`src/hdl/owtr_pkg.sv`:
```
`default_nettype none

package owtr_pkg;

    localparam int NUM_LINES_DEF        = 16;
    localparam int SCRATCHPAD_BYTES_DEF = 9;

    localparam int LINE_W = 16;
    localparam int WAIT_W = 20;
    localparam int SLOT_W = 10;

    // Bus timing in one-microsecond ticks
    localparam logic [SLOT_W-1:0] RST_RELEASE   = 10'd480;
    localparam logic [SLOT_W-1:0] RST_SAMPLE    = 10'd550;
    localparam logic [SLOT_W-1:0] RST_END       = 10'd960;
    localparam logic [SLOT_W-1:0] SLOT_LOW      = 10'd2;
    localparam logic [SLOT_W-1:0] SLOT_SAMPLE   = 10'd15;
    localparam logic [SLOT_W-1:0] SLOT_DATA_END = 10'd60;
    localparam logic [SLOT_W-1:0] SLOT_END      = 10'd61;

    localparam logic [7:0] CMD_SKIP_ROM = 8'hCC;
    localparam logic [7:0] CMD_CONVERT  = 8'h44;
    localparam logic [7:0] CMD_READ_PAD = 8'hBE;

    localparam logic [15:0] LINE_MASK_RST = 16'd1;
    localparam logic [19:0] CONV_WAIT_RST = 20'd750000;

    typedef enum logic [0:0] {
        REG_LINE_MASK = 1'b0,
        REG_CONV_WAIT = 1'b1
    } reg_idx_t;

    typedef enum logic [2:0] {
        OP_TICK  = 3'd0,
        OP_RESET = 3'd1,
        OP_WRITE = 3'd2,
        OP_READ  = 3'd3,
        OP_TEMP  = 3'd4
    } op_t;

    typedef enum logic [1:0] {
        ST_OK          = 2'd0,
        ST_NO_PRESENCE = 2'd1,
        ST_STUCK       = 2'd2,
        ST_REJECT      = 2'd3
    } status_t;

    // One classified item as it travels from the front queue to the sequencer
    typedef struct packed {
        logic       bad_op;   // undefined operation code
        op_t        op;
        logic [7:0] data;
        logic       bus_high; // any masked line reads high
    } cmd_t;

    typedef enum logic [11:0] {
        PH_IDLE      = 12'b0000_0000_0001,
        PH_RST       = 12'b0000_0000_0010,
        PH_WR        = 12'b0000_0000_0100,
        PH_RD        = 12'b0000_0000_1000,
        PH_T_RST1    = 12'b0000_0001_0000,
        PH_T_SKIP1   = 12'b0000_0010_0000,
        PH_T_CONV    = 12'b0000_0100_0000,
        PH_T_WAIT    = 12'b0000_1000_0000,
        PH_T_RST2    = 12'b0001_0000_0000,
        PH_T_SKIP2   = 12'b0010_0000_0000,
        PH_T_READCMD = 12'b0100_0000_0000,
        PH_T_DATA    = 12'b1000_0000_0000
    } phase_t;

endpackage

`default_nettype wire

```
`src/hdl/owtr_front.sv`:
```
`default_nettype none

module owtr_front
    import owtr_pkg::*;
(
    input  wire logic              clk,
    input  wire logic              rst_n,
    input  wire logic              in_valid,
    output logic                   in_stall,
    input  wire logic [2:0]        operation,
    input  wire logic [7:0]        data_byte,
    input  wire logic [LINE_W-1:0] line_levels,
    input  wire logic [LINE_W-1:0] eff_mask,
    output logic                   q_valid,
    output cmd_t                   q_cmd,
    input  wire logic              q_pop
);

    localparam int DEPTH = 2;

    cmd_t       entry_reg [DEPTH];
    logic       head_reg, head_next;
    logic       tail_reg, tail_next;
    logic [1:0] count_reg, count_next;
    cmd_t       cmd_in;
    logic       push;

    // Classify the incoming item
    always_comb
    begin
        cmd_in.bad_op   = (operation > 3'(OP_TEMP));
        cmd_in.op       = op_t'(operation);
        cmd_in.data     = data_byte;
        cmd_in.bus_high = |(line_levels & eff_mask);
    end

    assign in_stall = (count_reg == 2'(DEPTH));
    assign push     = in_valid && !in_stall;
    assign q_valid  = (count_reg != 2'd0);
    assign q_cmd    = entry_reg[head_reg];

    always_comb
    begin
        head_next  = head_reg;
        tail_next  = tail_reg;
        count_next = count_reg;
        if (push)
        begin
            tail_next = ~tail_reg;
        end
        if (q_pop)
        begin
            head_next = ~head_reg;
        end
        if (push && !q_pop)
        begin
            count_next = count_reg + 2'd1;
        end
        else if (!push && q_pop)
        begin
            count_next = count_reg - 2'd1;
        end
    end

    always_ff @(posedge clk or negedge rst_n)
    begin
        if (!rst_n)
        begin
            head_reg  <= 1'b0;
            tail_reg  <= 1'b0;
            count_reg <= 2'd0;
        end
        else
        begin
            head_reg  <= head_next;
            tail_reg  <= tail_next;
            count_reg <= count_next;
        end
    end

    always_ff @(posedge clk)
    begin
        if (push)
        begin
            entry_reg[tail_reg] <= cmd_in;
        end
    end

endmodule

`default_nettype wire

```
`src/hdl/owtr_back.sv`:
```
`default_nettype none

module owtr_back
    import owtr_pkg::*;
#(
    parameter int SCRATCHPAD_BYTES = SCRATCHPAD_BYTES_DEF
)
(
    input  wire logic              clk,
    input  wire logic              rst_n,
    input  wire logic              q_valid,
    input  wire cmd_t              q_cmd,
    output logic                   q_pop,
    input  wire logic [LINE_W-1:0] eff_mask,
    input  wire logic [WAIT_W-1:0] conv_wait,
    output logic                   out_valid,
    input  wire logic              out_stall,
    output logic [LINE_W-1:0]      drive_low,
    output logic                   busy_res,
    output logic                   done_res,
    output logic [1:0]             status,
    output logic [7:0]             read_data,
    output logic signed [15:0]     temperature
);

    phase_t            phase_reg, phase_next;
    logic [SLOT_W-1:0] slot_reg, slot_next;
    logic [WAIT_W-1:0] wait_reg, wait_next;
    logic [2:0]        bit_reg, bit_next;
    logic [7:0]        shift_reg, shift_next;
    logic [3:0]        bcount_reg, bcount_next;
    logic [7:0]        tlow_reg, tlow_next;
    logic              sampled_reg, sampled_next;
    logic [7:0]        rdata_reg, rdata_next;
    logic [15:0]       temp_reg, temp_next;

    logic              oval_reg;
    logic [LINE_W-1:0] odrive_reg;
    logic              obusy_reg;
    logic              odone_reg;
    status_t           ostatus_reg;

    status_t           st;
    logic              done;
    logic              drv;
    logic [SLOT_W-1:0] tick;
    logic [7:0]        sb;
    logic [4:0]        bcount_inc;
    logic              is_tick;

    assign q_pop   = q_valid && (!oval_reg || !out_stall);
    assign is_tick = !q_cmd.bad_op && (q_cmd.op == OP_TICK);

    always_comb
    begin
        phase_next   = phase_reg;
        slot_next    = slot_reg;
        wait_next    = wait_reg;
        bit_next     = bit_reg;
        shift_next   = shift_reg;
        bcount_next  = bcount_reg;
        tlow_next    = tlow_reg;
        sampled_next = sampled_reg;
        rdata_next   = rdata_reg;
        temp_next    = temp_reg;
        st           = ST_OK;
        done         = 1'b0;
        tick         = slot_reg + 10'd1;
        sb           = shift_reg;
        bcount_inc   = {1'b0, bcount_reg} + 5'd1;

        if (phase_reg == PH_IDLE)
        begin
            if (q_cmd.bad_op)
            begin
                st = ST_REJECT;
            end
            else
            begin
                unique case (q_cmd.op)
                    OP_TICK:
                    begin
                    end
                    OP_RESET, OP_TEMP:
                    begin
                        slot_next = '0;
                        if (!q_cmd.bus_high)
                        begin
                            done = 1'b1;
                            st   = ST_STUCK;
                        end
                        else
                        begin
                            phase_next   = (q_cmd.op == OP_RESET) ? PH_RST : PH_T_RST1;
                            sampled_next = 1'b0;
                        end
                    end
                    OP_WRITE:
                    begin
                        phase_next = PH_WR;
                        slot_next  = '0;
                        bit_next   = '0;
                        shift_next = q_cmd.data;
                    end
                    OP_READ:
                    begin
                        phase_next = PH_RD;
                        slot_next  = '0;
                        bit_next   = '0;
                        shift_next = '0;
                    end
                    default:
                    begin
                        st = ST_REJECT;
                    end
                endcase
            end
        end
        else
        begin
            if (!is_tick)
            begin
                st = ST_REJECT;
            end
            if (phase_reg == PH_T_WAIT)
            begin
                if (wait_reg == '0)
                begin
                    slot_next = '0;
                    if (!q_cmd.bus_high)
                    begin
                        phase_next = PH_IDLE;
                        done       = 1'b1;
                        st         = ST_STUCK;
                    end
                    else
                    begin
                        phase_next   = PH_T_RST2;
                        sampled_next = 1'b0;
                    end
                end
                else
                begin
                    wait_next = wait_reg - 20'd1;
                end
            end
            else if (phase_reg == PH_RST || phase_reg == PH_T_RST1
                     || phase_reg == PH_T_RST2)
            begin
                slot_next = tick;
                if (tick == RST_SAMPLE)
                begin
                    sampled_next = q_cmd.bus_high;
                end
                if (tick >= RST_END)
                begin
                    slot_next = '0;
                    if (phase_reg == PH_RST || sampled_reg)
                    begin
                        phase_next = PH_IDLE;
                        done       = 1'b1;
                        st         = sampled_reg ? ST_NO_PRESENCE : ST_OK;
                    end
                    else
                    begin
                        // Presence seen: chain straight into skip-ROM
                        phase_next = (phase_reg == PH_T_RST1) ? PH_T_SKIP1 : PH_T_SKIP2;
                        bit_next   = '0;
                        shift_next = CMD_SKIP_ROM;
                    end
                end
            end
            else
            begin
                if ((phase_reg == PH_RD || phase_reg == PH_T_DATA)
                    && tick == SLOT_SAMPLE && q_cmd.bus_high)
                begin
                    sb = shift_reg | (8'd1 << bit_reg);
                end
                shift_next = sb;
                slot_next  = tick;
                if (tick >= SLOT_END)
                begin
                    slot_next = '0;
                    if (bit_reg != 3'd7)
                    begin
                        bit_next = bit_reg + 3'd1;
                    end
                    else
                    begin
                        bit_next = '0;
                        unique case (phase_reg)
                            PH_WR:
                            begin
                                phase_next = PH_IDLE;
                                done       = 1'b1;
                                st         = ST_OK;
                            end
                            PH_RD:
                            begin
                                rdata_next = sb;
                                phase_next = PH_IDLE;
                                done       = 1'b1;
                                st         = ST_OK;
                            end
                            PH_T_SKIP1:
                            begin
                                phase_next = PH_T_CONV;
                                shift_next = CMD_CONVERT;
                            end
                            PH_T_CONV:
                            begin
                                phase_next = PH_T_WAIT;
                                wait_next  = conv_wait;
                            end
                            PH_T_SKIP2:
                            begin
                                phase_next = PH_T_READCMD;
                                shift_next = CMD_READ_PAD;
                            end
                            PH_T_READCMD:
                            begin
                                phase_next  = PH_T_DATA;
                                bcount_next = '0;
                                shift_next  = '0;
                            end
                            PH_T_DATA:
                            begin
                                if (bcount_reg == 4'd0)
                                begin
                                    tlow_next = sb;
                                end
                                if (bcount_reg == 4'd1)
                                begin
                                    temp_next = {sb, tlow_reg};
                                end
                                bcount_next = bcount_inc[3:0];
                                if (bcount_inc < 5'(SCRATCHPAD_BYTES))
                                begin
                                    shift_next = '0;
                                end
                                else
                                begin
                                    phase_next = PH_IDLE;
                                    done       = 1'b1;
                                    st         = ST_OK;
                                end
                            end
                            default:
                            begin
                                phase_next = PH_IDLE;
                            end
                        endcase
                    end
                end
            end
        end
    end

    // Bus drive for the state after this tick
    always_comb
    begin
        unique case (phase_next)
            PH_RST, PH_T_RST1, PH_T_RST2:
            begin
                drv = (slot_next < RST_RELEASE);
            end
            PH_RD, PH_T_DATA:
            begin
                drv = (slot_next < SLOT_LOW);
            end
            PH_WR, PH_T_SKIP1, PH_T_CONV, PH_T_SKIP2, PH_T_READCMD:
            begin
                drv = (slot_next < SLOT_LOW)
                      || ((slot_next < SLOT_DATA_END) && !shift_next[bit_next]);
            end
            default:
            begin
                drv = 1'b0;
            end
        endcase
    end

    always_ff @(posedge clk or negedge rst_n)
    begin
        if (!rst_n)
        begin
            phase_reg   <= PH_IDLE;
            slot_reg    <= '0;
            wait_reg    <= '0;
            bit_reg     <= '0;
            shift_reg   <= '0;
            bcount_reg  <= '0;
            tlow_reg    <= '0;
            sampled_reg <= 1'b0;
            rdata_reg   <= '0;
            temp_reg    <= '0;
            oval_reg    <= 1'b0;
        end
        else
        begin
            if (q_pop)
            begin
                phase_reg   <= phase_next;
                slot_reg    <= slot_next;
                wait_reg    <= wait_next;
                bit_reg     <= bit_next;
                shift_reg   <= shift_next;
                bcount_reg  <= bcount_next;
                tlow_reg    <= tlow_next;
                sampled_reg <= sampled_next;
                rdata_reg   <= rdata_next;
                temp_reg    <= temp_next;
                oval_reg    <= 1'b1;
            end
            else if (!out_stall)
            begin
                oval_reg <= 1'b0;
            end
        end
    end

    always_ff @(posedge clk)
    begin
        if (q_pop)
        begin
            odrive_reg  <= drv ? eff_mask : '0;
            obusy_reg   <= (phase_next != PH_IDLE);
            odone_reg   <= done;
            ostatus_reg <= st;
        end
    end

    assign out_valid   = oval_reg;
    assign drive_low   = odrive_reg;
    assign busy_res    = obusy_reg;
    assign done_res    = odone_reg;
    assign status      = ostatus_reg;
    assign read_data   = rdata_reg;
    assign temperature = signed'(temp_reg);

endmodule

`default_nettype wire

```
`src/hdl/one_wire_master_temp_reader_core.sv`:
```
`default_nettype none

// Channel   Handshake              Payload
// input     in_valid / in_stall    operation, data_byte, line_levels
// output    out_valid / out_stall  drive_low, busy_res, done_res, status,
//                                  read_data, temperature
// config    cfg_valid / cfg_ready  cfg_index, cfg_data
//
// One input beat yields one output beat; a beat can enter every cycle while out_stall stays low.
// A beat is held in the two-entry input queue, then passes through the
// sequencer into the output register.
// rst_n clears the sequencer to idle and the config registers to their
// defaults (line_mask 1, conversion wait 750000 ticks).
// out_stall holds the output register and, once the queue fills, raises
// in_stall; configuration writes are always taken.

module one_wire_master_temp_reader_core
    import owtr_pkg::*;
#(
    parameter int NUM_LINES        = NUM_LINES_DEF,
    parameter int SCRATCHPAD_BYTES = SCRATCHPAD_BYTES_DEF
)
(
    input  wire logic              clk,
    input  wire logic              rst_n,

    input  wire logic              in_valid,
    output logic                   in_stall,
    input  wire logic [2:0]        operation,
    input  wire logic [7:0]        data_byte,
    input  wire logic [LINE_W-1:0] line_levels,

    output logic                   out_valid,
    input  wire logic              out_stall,
    output logic [LINE_W-1:0]      drive_low,
    output logic                   busy_res,
    output logic                   done_res,
    output logic [1:0]             status,
    output logic [7:0]             read_data,
    output logic signed [15:0]     temperature,

    input  wire logic              cfg_valid,
    output logic                   cfg_ready,
    input  wire logic [1:0]        cfg_index,
    input  wire logic [19:0]       cfg_data
);

    logic [LINE_W-1:0] line_mask_reg;
    logic [WAIT_W-1:0] conv_wait_reg;
    logic [LINE_W-1:0] eff_mask;
    logic              q_valid;
    logic              q_pop;
    cmd_t              q_cmd;
    logic              cfg_write;

    // Only the low NUM_LINES lines can ever form the bus
    localparam logic [LINE_W-1:0] LINE_LIMIT = LINE_W'((17'd1 << NUM_LINES) - 17'd1);

    assign cfg_ready = 1'b1;
    assign cfg_write = cfg_valid && cfg_ready && (cfg_index[1] == 1'b0);
    assign eff_mask  = line_mask_reg & LINE_LIMIT;

    // Register writes; an index past the list is accepted and dropped
    always_ff @(posedge clk or negedge rst_n)
    begin
        if (!rst_n)
        begin
            line_mask_reg <= LINE_MASK_RST;
            conv_wait_reg <= CONV_WAIT_RST;
        end
        else if (cfg_write)
        begin
            unique case (reg_idx_t'(cfg_index[0]))
                REG_LINE_MASK: line_mask_reg <= cfg_data[LINE_W-1:0];
                REG_CONV_WAIT: conv_wait_reg <= cfg_data[WAIT_W-1:0];
                default:       line_mask_reg <= line_mask_reg;
            endcase
        end
    end

    // Front: accept and classify beats, sample the bus level
    owtr_front u_front (
        .clk         (clk),
        .rst_n       (rst_n),
        .in_valid    (in_valid),
        .in_stall    (in_stall),
        .operation   (operation),
        .data_byte   (data_byte),
        .line_levels (line_levels),
        .eff_mask    (eff_mask),
        .q_valid     (q_valid),
        .q_cmd       (q_cmd),
        .q_pop       (q_pop)
    );

    // Back: advance the bus sequencer one tick per beat
    owtr_back #(
        .SCRATCHPAD_BYTES (SCRATCHPAD_BYTES)
    ) u_back (
        .clk         (clk),
        .rst_n       (rst_n),
        .q_valid     (q_valid),
        .q_cmd       (q_cmd),
        .q_pop       (q_pop),
        .eff_mask    (eff_mask),
        .conv_wait   (conv_wait_reg),
        .out_valid   (out_valid),
        .out_stall   (out_stall),
        .drive_low   (drive_low),
        .busy_res    (busy_res),
        .done_res    (done_res),
        .status      (status),
        .read_data   (read_data),
        .temperature (temperature)
    );

endmodule

`default_nettype wire
```
`config.mk`:
```
export PLATFORM = sky130hd
export DESIGN_NAME = one_wire_master_temp_reader_core
export DESIGN_NICKNAME = d
export VERILOG_FILES = /design/src/hdl/owtr_pkg.sv /design/src/hdl/owtr_front.sv /design/src/hdl/owtr_back.sv /design/src/hdl/one_wire_master_temp_reader_core.sv
export SDC_FILE = /design/constraint.sdc
export NUM_CORES = 1
export LEC_CHECK = 0
export ABC_AREA = 1
export BUFFER_PORTS_ARGS = -buffer_cell sky130_fd_sc_hd__buf_2
export CAP_MARGIN = 20
export CORE_MARGIN = 2
export CORE_UTILIZATION = 40
export DETAILED_ROUTE_END_ITERATION = 6
export GPL_TIMING_DRIVEN = 0
export MAX_ROUTING_LAYER = met4
export PLACE_DENSITY_LB_ADDON = 0.08
export SYNTH_ARGS = -nofsm -noshare
export SYNTH_HDL_FRONTEND = slang
export SYNTH_SLANG_ARGS = --single-unit
```
`constraint.sdc`:
```
create_clock -name clk -period 3.2 [get_ports clk]
set_clock_uncertainty 0.05 [all_clocks]
set_input_delay 0.16 -clock clk [delete_from_list [all_inputs] [get_ports clk]]
set_output_delay 0.16 -clock clk [all_outputs]
set_load 0.05 [all_outputs]
```
* After elaboration in Yosys (flattened, before gate mapping)
Memories as Yosys holds them, arrays and structs flattened.
Index checks and enable logic that the tools add are counted.
** Cells by class
- Add/subtract/negate cells :: 6
- Order comparisons :: 8
- Equal/unequal tests :: 39
- Shifts and indexed selects :: 1
- Mux-type cells :: 98
- Bitwise operators :: 10
- Reduce and logical (&&, ||, !) cells :: 49
** Operators by type and width (number)
- $mux 12 :: 11
- $mux 20 :: 6
- $mux 10 :: 9
- $mux 8 :: 10
- $pmux 12 s5 :: 1
- $pmux 12 s3 :: 1
- $pmux 8 s4 :: 1
- $mux 2 :: 15
- $mux 3 :: 9
- $mux 1 :: 26
- $eq 12x10->1 const B :: 2
- $eq 12x11->1 const B :: 2
- $eq 12x12->1 const B :: 2
- $eq 12x2->1 const B :: 2
- $eq 12x3->1 const B :: 2
- $eq 12x4->1 const B :: 2
- $eq 12x5->1 const B :: 2
- $eq 12x6->1 const B :: 2
- $eq 12x7->1 const B :: 2
- $eq 12x9->1 const B :: 2
- $reduce_and 7->1 :: 3
- $logic_not 20->1 :: 1
- $sub 20x1->20 const B :: 1
- $and 16x16->16 :: 1
- 53 further kinds :: 96
** Storage, ports and cells
- Register bits after elaboration :: 151
- RAM bits :: 26
- Bits of input ports :: 54
- Word-level logic and storage cells :: 232
- Memories kept :: 1
** Memory list
- u_front.entry_reg :: words 2, width 13, read ports 1, clocked after memory_dff 0, write ports 1, RTL line owtr_front.sv:21 : cmd_t entry_reg [DEPTH];

* Logic depth before layout (Yosys ltp)
Gate-level depths: netlist of run 1.
- Depth in word-level cells :: 18
- Gate-level depth with buffers :: 24
- Gate-level depth less buffers :: 23

* By module
From an unflattened synthesis of run 1, not the netlist that was laid out.
** Unflattened totals
- Cells, all modules :: 1325
- Area total of the unflattened synthesis :: 10356.2 µm²
** Modules (own cells, without submodules)
- owtr_back :: instances 1, cells an instance 1059, area an instance 7556.0 µm², seq. area each 2879.0 µm²
- one_wire_master_temp_reader_core :: instances 1, cells an instance 164, area an instance 1511.4 µm², seq. area each 914.6 µm²
- owtr_front :: instances 1, cells an instance 102, area an instance 1288.7 µm², seq. area each 880.8 µm²

* Least setup slack after synthesis of run 1
No wires, ideal clock.
- Path type :: reg2reg
- From :: reg u_back.slot_reg[1]
- To :: reg u_back.odrive_reg[10] (netlist: u_back.drive_low[10]) (data pin)
- Data arrival time :: 2.474 ns
- Setup slack :: 0.420 ns
- Cell stages (with the launch flop) :: 23
- Path buffers :: 2
- Path through :: dfrtp_1 ha_1 nand2_2 nor2_1 nand2_1 nand2_1 nand2_2 nor2_4 nand3_4 buf_8 a21oi_1 inv_2 nand2_2 nor2_4 nand3_2 inv_1 nand3_1 nand2_1 nor2_1 nand2_2 nand2_4 buf_6 a21oi_2
** Between the ends
- Word-level cells in the longest chain between the ends :: 18
** RTL lines
- start, declared :: RTL line owtr_back.sv:27 : logic [SLOT_W-1:0] slot_reg, slot_next;
- start signal, assigned :: RTL line owtr_back.sv:305 : slot_reg <= slot_next;
- $add 10x1->10 :: RTL line owtr_back.sv:68 : tick = slot_reg + 10'd1;
- $eq 10x4->1 :: RTL line owtr_back.sv:176 : && tick == SLOT_SAMPLE && q_cmd.bus_high)
- $logic_and 1x1->1 (2 in series) :: RTL line owtr_back.sv:176
- $mux 8 :: RTL line owtr_back.sv:175 : if ((phase_reg == PH_RD || phase_reg == PH_T_DATA)
- $mux 8 :: RTL line owtr_back.sv:238 : if (bcount_inc < 5'(SCRATCHPAD_BYTES))
- $pmux 8 s4 :: RTL line owtr_back.sv:192 : unique case (phase_reg)
- $mux 8 :: RTL line owtr_back.sv:185 : if (bit_reg != 3'd7)
- $mux 8 :: RTL line owtr_back.sv:182 : if (tick >= SLOT_END)
- $mux 8 :: RTL line owtr_back.sv:147 : else if (phase_reg == PH_RST || phase_reg == PH_T_RST1
- $mux 8 :: RTL line owtr_back.sv:125 : if (phase_reg == PH_T_WAIT)
- $mux 8 :: RTL line owtr_back.sv:72 : if (phase_reg == PH_IDLE)
- $bmux 1 s3 :: RTL line owtr_back.sv:275 : || ((slot_next < SLOT_DATA_END) && !shift_next[bit_next]);
- $mux 1 (not written as such) :: RTL line owtr_back.sv:275
- $logic_not 1->1 :: RTL line owtr_back.sv:275
- $logic_and 1x1->1 :: RTL line owtr_back.sv:275
- $logic_or 1x1->1 :: RTL line owtr_back.sv:275
- $pmux 1 s3 (*) :: RTL line owtr_back.sv:263 : unique case (phase_next)
- end signal, assigned :: RTL line owtr_back.sv:327 : odrive_reg <= drv ? eff_mask : '0;
- end, declared :: RTL line owtr_back.sv:38 : logic [LINE_W-1:0] odrive_reg;
Mark *: on every way between the ends. The rest lies on a longest branch, timed or not. The select of a mux whose other input is x is not followed.
A chain may end at the register's enable or synchronous reset.

* Worst setup path after layout of run 1
- From :: reg u_back.slot_reg[0]
- To :: reg u_back.odrive_reg[9] (netlist: u_back.drive_low[9]) (data pin)
Same word-level chain as after synthesis.

==> summary.md, run 1 <==
| Metric | Value |
|---|---|
| Fraction of the mapped netlist area in adder cells | 1.89% |
| Area Growth Syn to Fin | 26.6% |
| H-tree depth | 4 |
| Status | completed |
| GR Overflow Total | 0 |
| Max IR drop VDD | between 0.0004 and 0.0005 V |
| Worst Setup Start Kind | register |
| Mux share of post-synthesis cell area | 1.46% |
| Sw Pwr | between 4 and 5 mW |
| Clock Root Buffer | clkbuf_16 |
| # placed instances | about 1700 |
| Routability cong. | just over 0.9 |
| Main synth FF type | dfrtp_1 |
| Unique cell type count in the Yosys netlist | 55 |
| ANT cells | 0 |
| DIE HEIGHT | between 150 and 200 um |
| Total number of vias | roughly 9000 |
| Clock latency on the worst-skew pair | 0.43 ns |
| Setup TNS | 0 ns |
| CP Cell Sequence | buf_6 -> nand3_4 -> nor2_4 -> nand2_2 -> nand2_2 -> nand2_4 -> nor2_4 -> nand3_4 -> buf_8 -> o21ai_2 -> nand2_1 -> nand2_2 -> nor2_4 -> nand2_4 -> nor2_4 -> nand2_1 -> nand2_1 -> nor2_1 -> nand2_2 -> nand2_4 -> clkbuf_16 -> a21oi_2 |
| Synthesized Nets | 1300 |
| Post-synthesis sequential area ratio | 47.1% |
| Peak Freq | roughly 0.32 GHz |
| Drt total wl | between 20000 and 30000 um |
| IO Count | around 100 |
| Commonest non-fill, non-tap cells in the layout | 290 x nand2_1, 140 x inv_1, 119 x o21ai_0, 112 x dfrtp_1, 102 x buf_2 |
| Post-Syn Instances | between 1000 and 1500 |
| Critical path type | register to register |
| Reg2reg setup slack | 0.11 ns |
| Global-route wire length before repair | between 40000 and 50000 um |
| Arrival @ worst endpoint | 3.24 ns |
| Wirelength per Cell | approximately 16 um |
| DRT antenna net count | 0 |
| Initial DRT Pass Iterations | 7 |
| Final Cycle Share | approximately 97% |
| Worst-path cell with the longest stage delay | dfrtp_1 |
| Leak | between 5 and 6 nW |
| TritonCTS buffer count | 17 |
| Initial Util | between 40 and 50% |
| Combinational fraction of design power | 46.8% |
| Data required, critical path | 3.34 ns |
| Worst-Margin Slew | roughly 0.89 ns |
| Pwr per Cell Area | between 800 and 900 nW/um^2 |
| Commonest non-fill, non-tap cell in the layout | nand2_1 |
| Max Slew Vio Count | 0 |
| Largest family of logic cells by synthesized area | simple AND/OR/NAND/NOR gates |
| Max FFs per register | 26 |
| IO Port Bufs | between 90 and 100 |
| Worst Path Max Fanout | 7 |
| Layout Nets | 1485 |
| Switch share | a little under half |
| Hold Violations, Final | 0 |
| Critical Path Max Stage Delay | 0.41 ns |
| Simple-Gate Fraction of Synth Area | a little over a quarter |
| Seq pwr share | 32.2% |
| Layout cells sized above 1 | between 20% and 30% |
| Total GRT Usage | a little under a quarter |
| Via density per instance | 5.12 |
| Vias in the first global route | roughly 8700 |
| Clock network power share | 20.9% |
| Post-synthesis xor/xnor area fraction | around 1.1% |
| Post-DP HPWL | 21100 um |
| RSZ-0062 raised after global routing | yes |
| Die W | about 160 um |
| Internal Dissipation | about 5.7 mW |
| Synth warn | 0 |
| Crit path time final | about 3.1 ns |
| Syn Std Cell Area | 9910 sq um |
| Initial antenna violation count | 0 |
| Worst min path class | input port to register |
| Final setup fails | 0 |
| Critical Path End Type | register |
| Async set or reset register ratio after synthesis | between 70% and 80% |
| Total power | between 10 and 15 mW |
| Clock-pin slew on the worst setup and hold paths | 0.07 ns |
| Max Cap Violations | 0 |
| Largest net degree at the start of global routing | about 70 |
| Clock tree sinks | between 150 and 200 |
| Max-slew headroom | between 40% and 50% |
| Die area | between 20000 and 30000 sq um |
| Post-synthesis sequential element count | roughly 180 |
| Row cnt | 57 |
| Post-synth EDFFs | 46 |
| Post-route DRC | 0 |
| Post-Syn Area per Cell | 8.05 sq um |
| CTS Buffer Depth | 2 |
| Non-Filler Instances | about 1800 |
| Synth Area in Compound Gates | roughly 14% |
| DRT iter0 DRCs | approximately 570 |
| CTS tree | done |
| Core box area | 24300 sq um |
-- layout make-up --
type | count | area (sq um)
Clock inverter | 14 | 181
Fill cell | 2360 | 11800
Tap cell | 324 | 405
Sequential cell | 177 | 4680
Buffer | 34 | 191
Multi-Input combinational cell | 857 | 4900
Inverter | 164 | 626
Timing Repair Buffer | 165 | 1130
Clock buffer | 18 | 429
-- final timing paths --
path / from / to / cells past startpoint
hold reg to reg: u_back.tlow_reg[4] / u_back.tlow_reg[4] / 2
min in group asynchronous: rst_n / u_back.slot_reg[5] / 2
setup reg to reg: u_back.slot_reg[0] / u_back.drive_low[9] / 22
setup / recovery: u_back.slot_reg[0] / u_back.drive_low[9] / 22
hold / removal: cfg_data[6] / conv_wait_reg[6] / 3
max in group asynchronous: rst_n / conv_wait_reg[13] / 3
-- Yosys cell counts (all sizes together), types with 9 or more instances --
cell | count | area (sq um)
a21oi | 46 | 279
a31oi | 9 | 56.3
buf | 12 | 85.1
clkbuf | 22 | 82.6
dfrtp | 119 | 2980
dfstp | 12 | 315
edfxtp | 46 | 1380
ha | 15 | 188
inv | 164 | 616
mux2 | 12 | 135
nand2 | 331 | 1310
nand3 | 83 | 458
nand4 | 19 | 140
nor2 | 111 | 507
nor3 | 21 | 126
o21ai | 140 | 727
o22ai | 11 | 68.8
xor2 | 10 | 87.6
-- routing by layer --
| metal | global-route usage [%] | vias up | routed length (um) |
|---|---|---|---|
| li1 | - | 4435 | - |
| met1 | 28.9 | 4280 | 12700 |
| met2 | 37.7 | 202 | 13900 |
| met3 | 2.70 | 53 | 1050 |
| met4 | 6.66 | 0 | 713 |
| met5 | - | - | 0 |
-- critical path: cells and delay by family (launching register included) --
kind,cells,cell delay [ns]
simple gates,17,1.71
buf+inv,3,0.53
flops,1,0.41
compound gates,2,0.15
-- cell families after synthesis --
family	count (synthesis)
xor+xnor	13
compound gates	235
flops	177
simple gates	579
other cells	1
fa+ha+maj	15
buf+inv	198
mux	13
-- power groups by stage --
stage	registers [mW]	clock network (mW)	logic, mW
finish	3.34	2.17	4.84
global placement	3.38	0	4.06
global route	3.40	2.31	5.34
detailed placement	3.36	0	4.10
floorplan	3.70	0	2.61
CTS	3.32	2.22	4.27
-- repair_timing --
action                                 in CTS  in global routing
buffers inserted                            9                 22
pin swaps                                   6                 38
hold buffers                               29                  0
setup endpoints to repair                  19                 25
endpoints found under the hold margin     108                  0
gates resized for setup                    19                112
gates cloned                                1                  2
-- per-stage QoR --
step                cell area [sq um]  hold slack (ns)  utilization [%]  worst slack [ns]
finish                          12500           0.0171             51.6             0.106
global route                    12500           0.0106             51.6           -0.0690
CTS                             11900           0.0120             49.0           0.00944
detailed placement              10900            0.154             44.7            -0.251
global placement                10800            0.299             44.5            -0.237
floorplan                        9910           -0.186                -             0.420
Power figures use the tool's default switching activity.
==> run 2, diff against run 1 <==
Settings changed: RECOVER_POWER from default to 50.
==> run 2 against run 1 <==
The flow now finishes with violations (capacitance limit, slew limit). First-iteration DRC count down 13%. Final cell count unchanged. Wire length up 0.23%. Combinational power about the same. Sequential share of layout area up 0.16 points. Largest cell class unchanged.
==> summary.md, run 2 (synthesis gave the netlist of run 1 again) <==
| Metric | Value |
|---|---|
| Status | finished with violations |
| Violated checks | capacitance limit, slew limit |
| Die W | between 150 and 200 um |
| Clock Root Buffer | clkbuf_16 |
| CTS Buffer Depth | 2 |
| Drt total wl | approximately 28000 um |
| IO Port Bufs | 99 |
| Wirelength per Cell | roughly 16 um |
| Peak Freq | around 0.32 GHz |
| R2r endpoint | u_back.drive_low[9] |
| Initial Util | 40.8% |
| Clock latency on the worst-skew pair | between 0.4 and 0.5 ns |
| Worst Setup Start Kind | register |
| Commonest non-fill, non-tap cells in the layout | 290 x nand2_1, 140 x inv_1, 119 x o21ai_0, 112 x dfrtp_1, 81 x buf_2 |
| DRT iter0 DRCs | around 500 |
| Final Cycle Share | between 90% and 100% |
| Max IR drop VDD | just under 0.0005 V |
| Row cnt | between 50 and 60 |
| Worst min path class | input port to register |
| Cell count of the worst reg-to-reg path | 22 |
| Max-slew headroom | -10.1% |
| Hold Violations, Final | 0 |
| Max Cap Violations | 1 |
| Max FFs per register | 26 |
| Setup TNS | 0 ns |
| Area Growth Syn to Fin | 26.0% |
| Post-DP HPWL | about 21000 um |
| Global-route wire length before repair | between 40000 and 50000 um |
| Critical Path End Type | register |
| # placed instances | 1658 |
| Non-Filler Instances | between 1500 and 2000 |
| Worst Path Max Fanout | 7 |
| Via density per instance | slightly above 5 |
| DIE HEIGHT | approximately 160 um |
| Core box area | 24300 sq um |
| Initial DRT Pass Iterations | 5 |
| CTS tree | done |
| Setup crit end | u_back.drive_low[9] |
| Total number of vias | 9020 |
| Vias in the first global route | slightly below 9000 |
| Arrival @ worst endpoint | 3.24 ns |
| Critical path type | register to register |
| GR Overflow Total | 0 |
| Worst-Margin Slew | around 1.7 ns |
| Leak | a little under 6 nW |
| IO Count | a little over 100 |
| Post-route DRC | 0 |
| Commonest non-fill, non-tap cell in the layout | nand2_1 |
| Clock tree sinks | between 150 and 200 |
| Final setup fails | 0 |
| TritonCTS buffer count | 17 |
| Total GRT Usage | 22.5% |
| Max Slew Vio Count | 66 |
| Pwr per Cell Area | slightly above 800 nW/um^2 |
| ANT cells | 0 |
| H-tree depth | 4 |
| Initial antenna violation count | 0 |
| Reg2reg setup slack | a little over 0.1 ns |
| Clock-pin slew on the worst setup and hold paths | 0.07 ns |
| Layout Nets | 1485 |
| Die area | between 20000 and 30000 sq um |
| Fillers | roughly 2400 |
| Crit path time final | a little over 3 ns |
| Largest net degree at the start of global routing | 68 |
| DRT antenna net count | 0 |
| RR Startpoint | u_back.slot_reg[0] |
| Start point of the critical path | u_back.slot_reg[0] |
| Layout cells sized above 1 | between 20 and 30% |
| Routability cong. | just over 0.9 |
| Data required, critical path | between 3 and 4 ns |
| RSZ-0062 raised after global routing | yes |
-- run 2: cell count changes in the layout (fill, tap and decap cells not counted) --
| cell | previous run | this run |
|---|---|---|
| dfstp_2 | 12 | 11 |
| buf_16 | 1 | 0 |
| buf_2 | 102 | 81 |
| dfstp_1 | 0 | 1 |
| buf_6 | 4 | 3 |
| clkbuf_1 | 22 | 43 |
| clkbuf_2 | 1 | 2 |
| clkbuf_4 | 2 | 3 |
-- run 2: layout make-up --
type	instances	area, sq um	share of cell area, %
Inverter	164	626	5.01
Tap cell	324	405	3.24
Buffer	34	191	1.53
Multi-Input combinational cell	857	4900	39.2
Sequential cell	177	4680	37.5
Clock buffer	18	429	3.43
Clock inverter	14	181	1.45
Timing Repair Buffer	165	1080	8.63
-- run 2: worst min path at each step --
stage | startpoint | to | slack, ns | depth (start not counted)
after global placement | data_byte[5] | u_front.entry_reg[0][6] | 0.30 | 1
after floorplan | rst_n | conv_wait_reg[0] | -0.19 | 0
after detailed placement | rst_n | u_back.slot_reg[5] | 0.15 | 1
final | cfg_data[6] | conv_wait_reg[6] | 0.02 | 3
after CTS | cfg_data[10] | eff_mask[10] | 0.01 | 3
after global routing | cfg_data[10] | eff_mask[10] | 0.01 | 3
-- run 2: metrics by stage --
step | setup WS [ns] | total power, mW | hold slack [ns] | area [sq um] | utilization, %
final | 0.101 | 10.3 | 0.0223 | 12500 | 51.4
after CTS | 0.00944 | 9.80 | 0.0120 | 11900 | 49.0
after floorplan | 0.420 | 6.30 | -0.186 | 9910 | -
after detailed placement | -0.251 | 7.47 | 0.154 | 10900 | 44.7
after global routing | -0.0690 | 11.0 | 0.0106 | 12500 | 51.4
after global placement | -0.237 | 7.44 | 0.299 | 10800 | 44.5
-- run 2: worst max-delay path, stage by stage (launching register included) --
cell	delay (ns)
dfrtp_1	0.41
buf_6	0.14
nand3_4	0.09
nor2_4	0.18
nand2_2	0.08
nand2_2	0.08
nand2_4	0.07
nor2_4	0.14
nand3_4	0.20
buf_8	0.22
o21ai_2	0.11
nand2_1	0.07
nand2_2	0.12
nor2_4	0.06
nand2_4	0.10
nor2_4	0.05
nand2_1	0.06
nand2_1	0.06
nor2_1	0.12
nand2_2	0.09
nand2_4	0.14
clkbuf_16	0.17
a21oi_2	0.04
-- run 2: metal layers --
metal,share of wire (%),vias up,track usage (%)
li1,-,4430,-
met1,44,4293,28.9
met2,49,242,37.7
met3,4.2,55,2.70
met4,2.6,0,6.66
met5,0,-,-
-- run 2: timing repair --
item,in CTS,in global routing
hold buffers,29,0
gates cloned,1,2
hold endpoints to repair,108,0
endpoints found under the setup margin,19,25
pin swaps,6,38
gates resized for setup,19,112
buffers inserted,9,22
-- run 2: where the power goes --
| part | total [mW] | internal, mW | switching (mW) |
|---|---|---|---|
| Clock | 2.17 | 1.18 | 0.984 |
| Sequential | 3.34 | 2.94 | 0.393 |
| Combinational | 4.83 | 1.54 | 3.29 |
| Total | 10.3 | 5.67 | 4.66 |
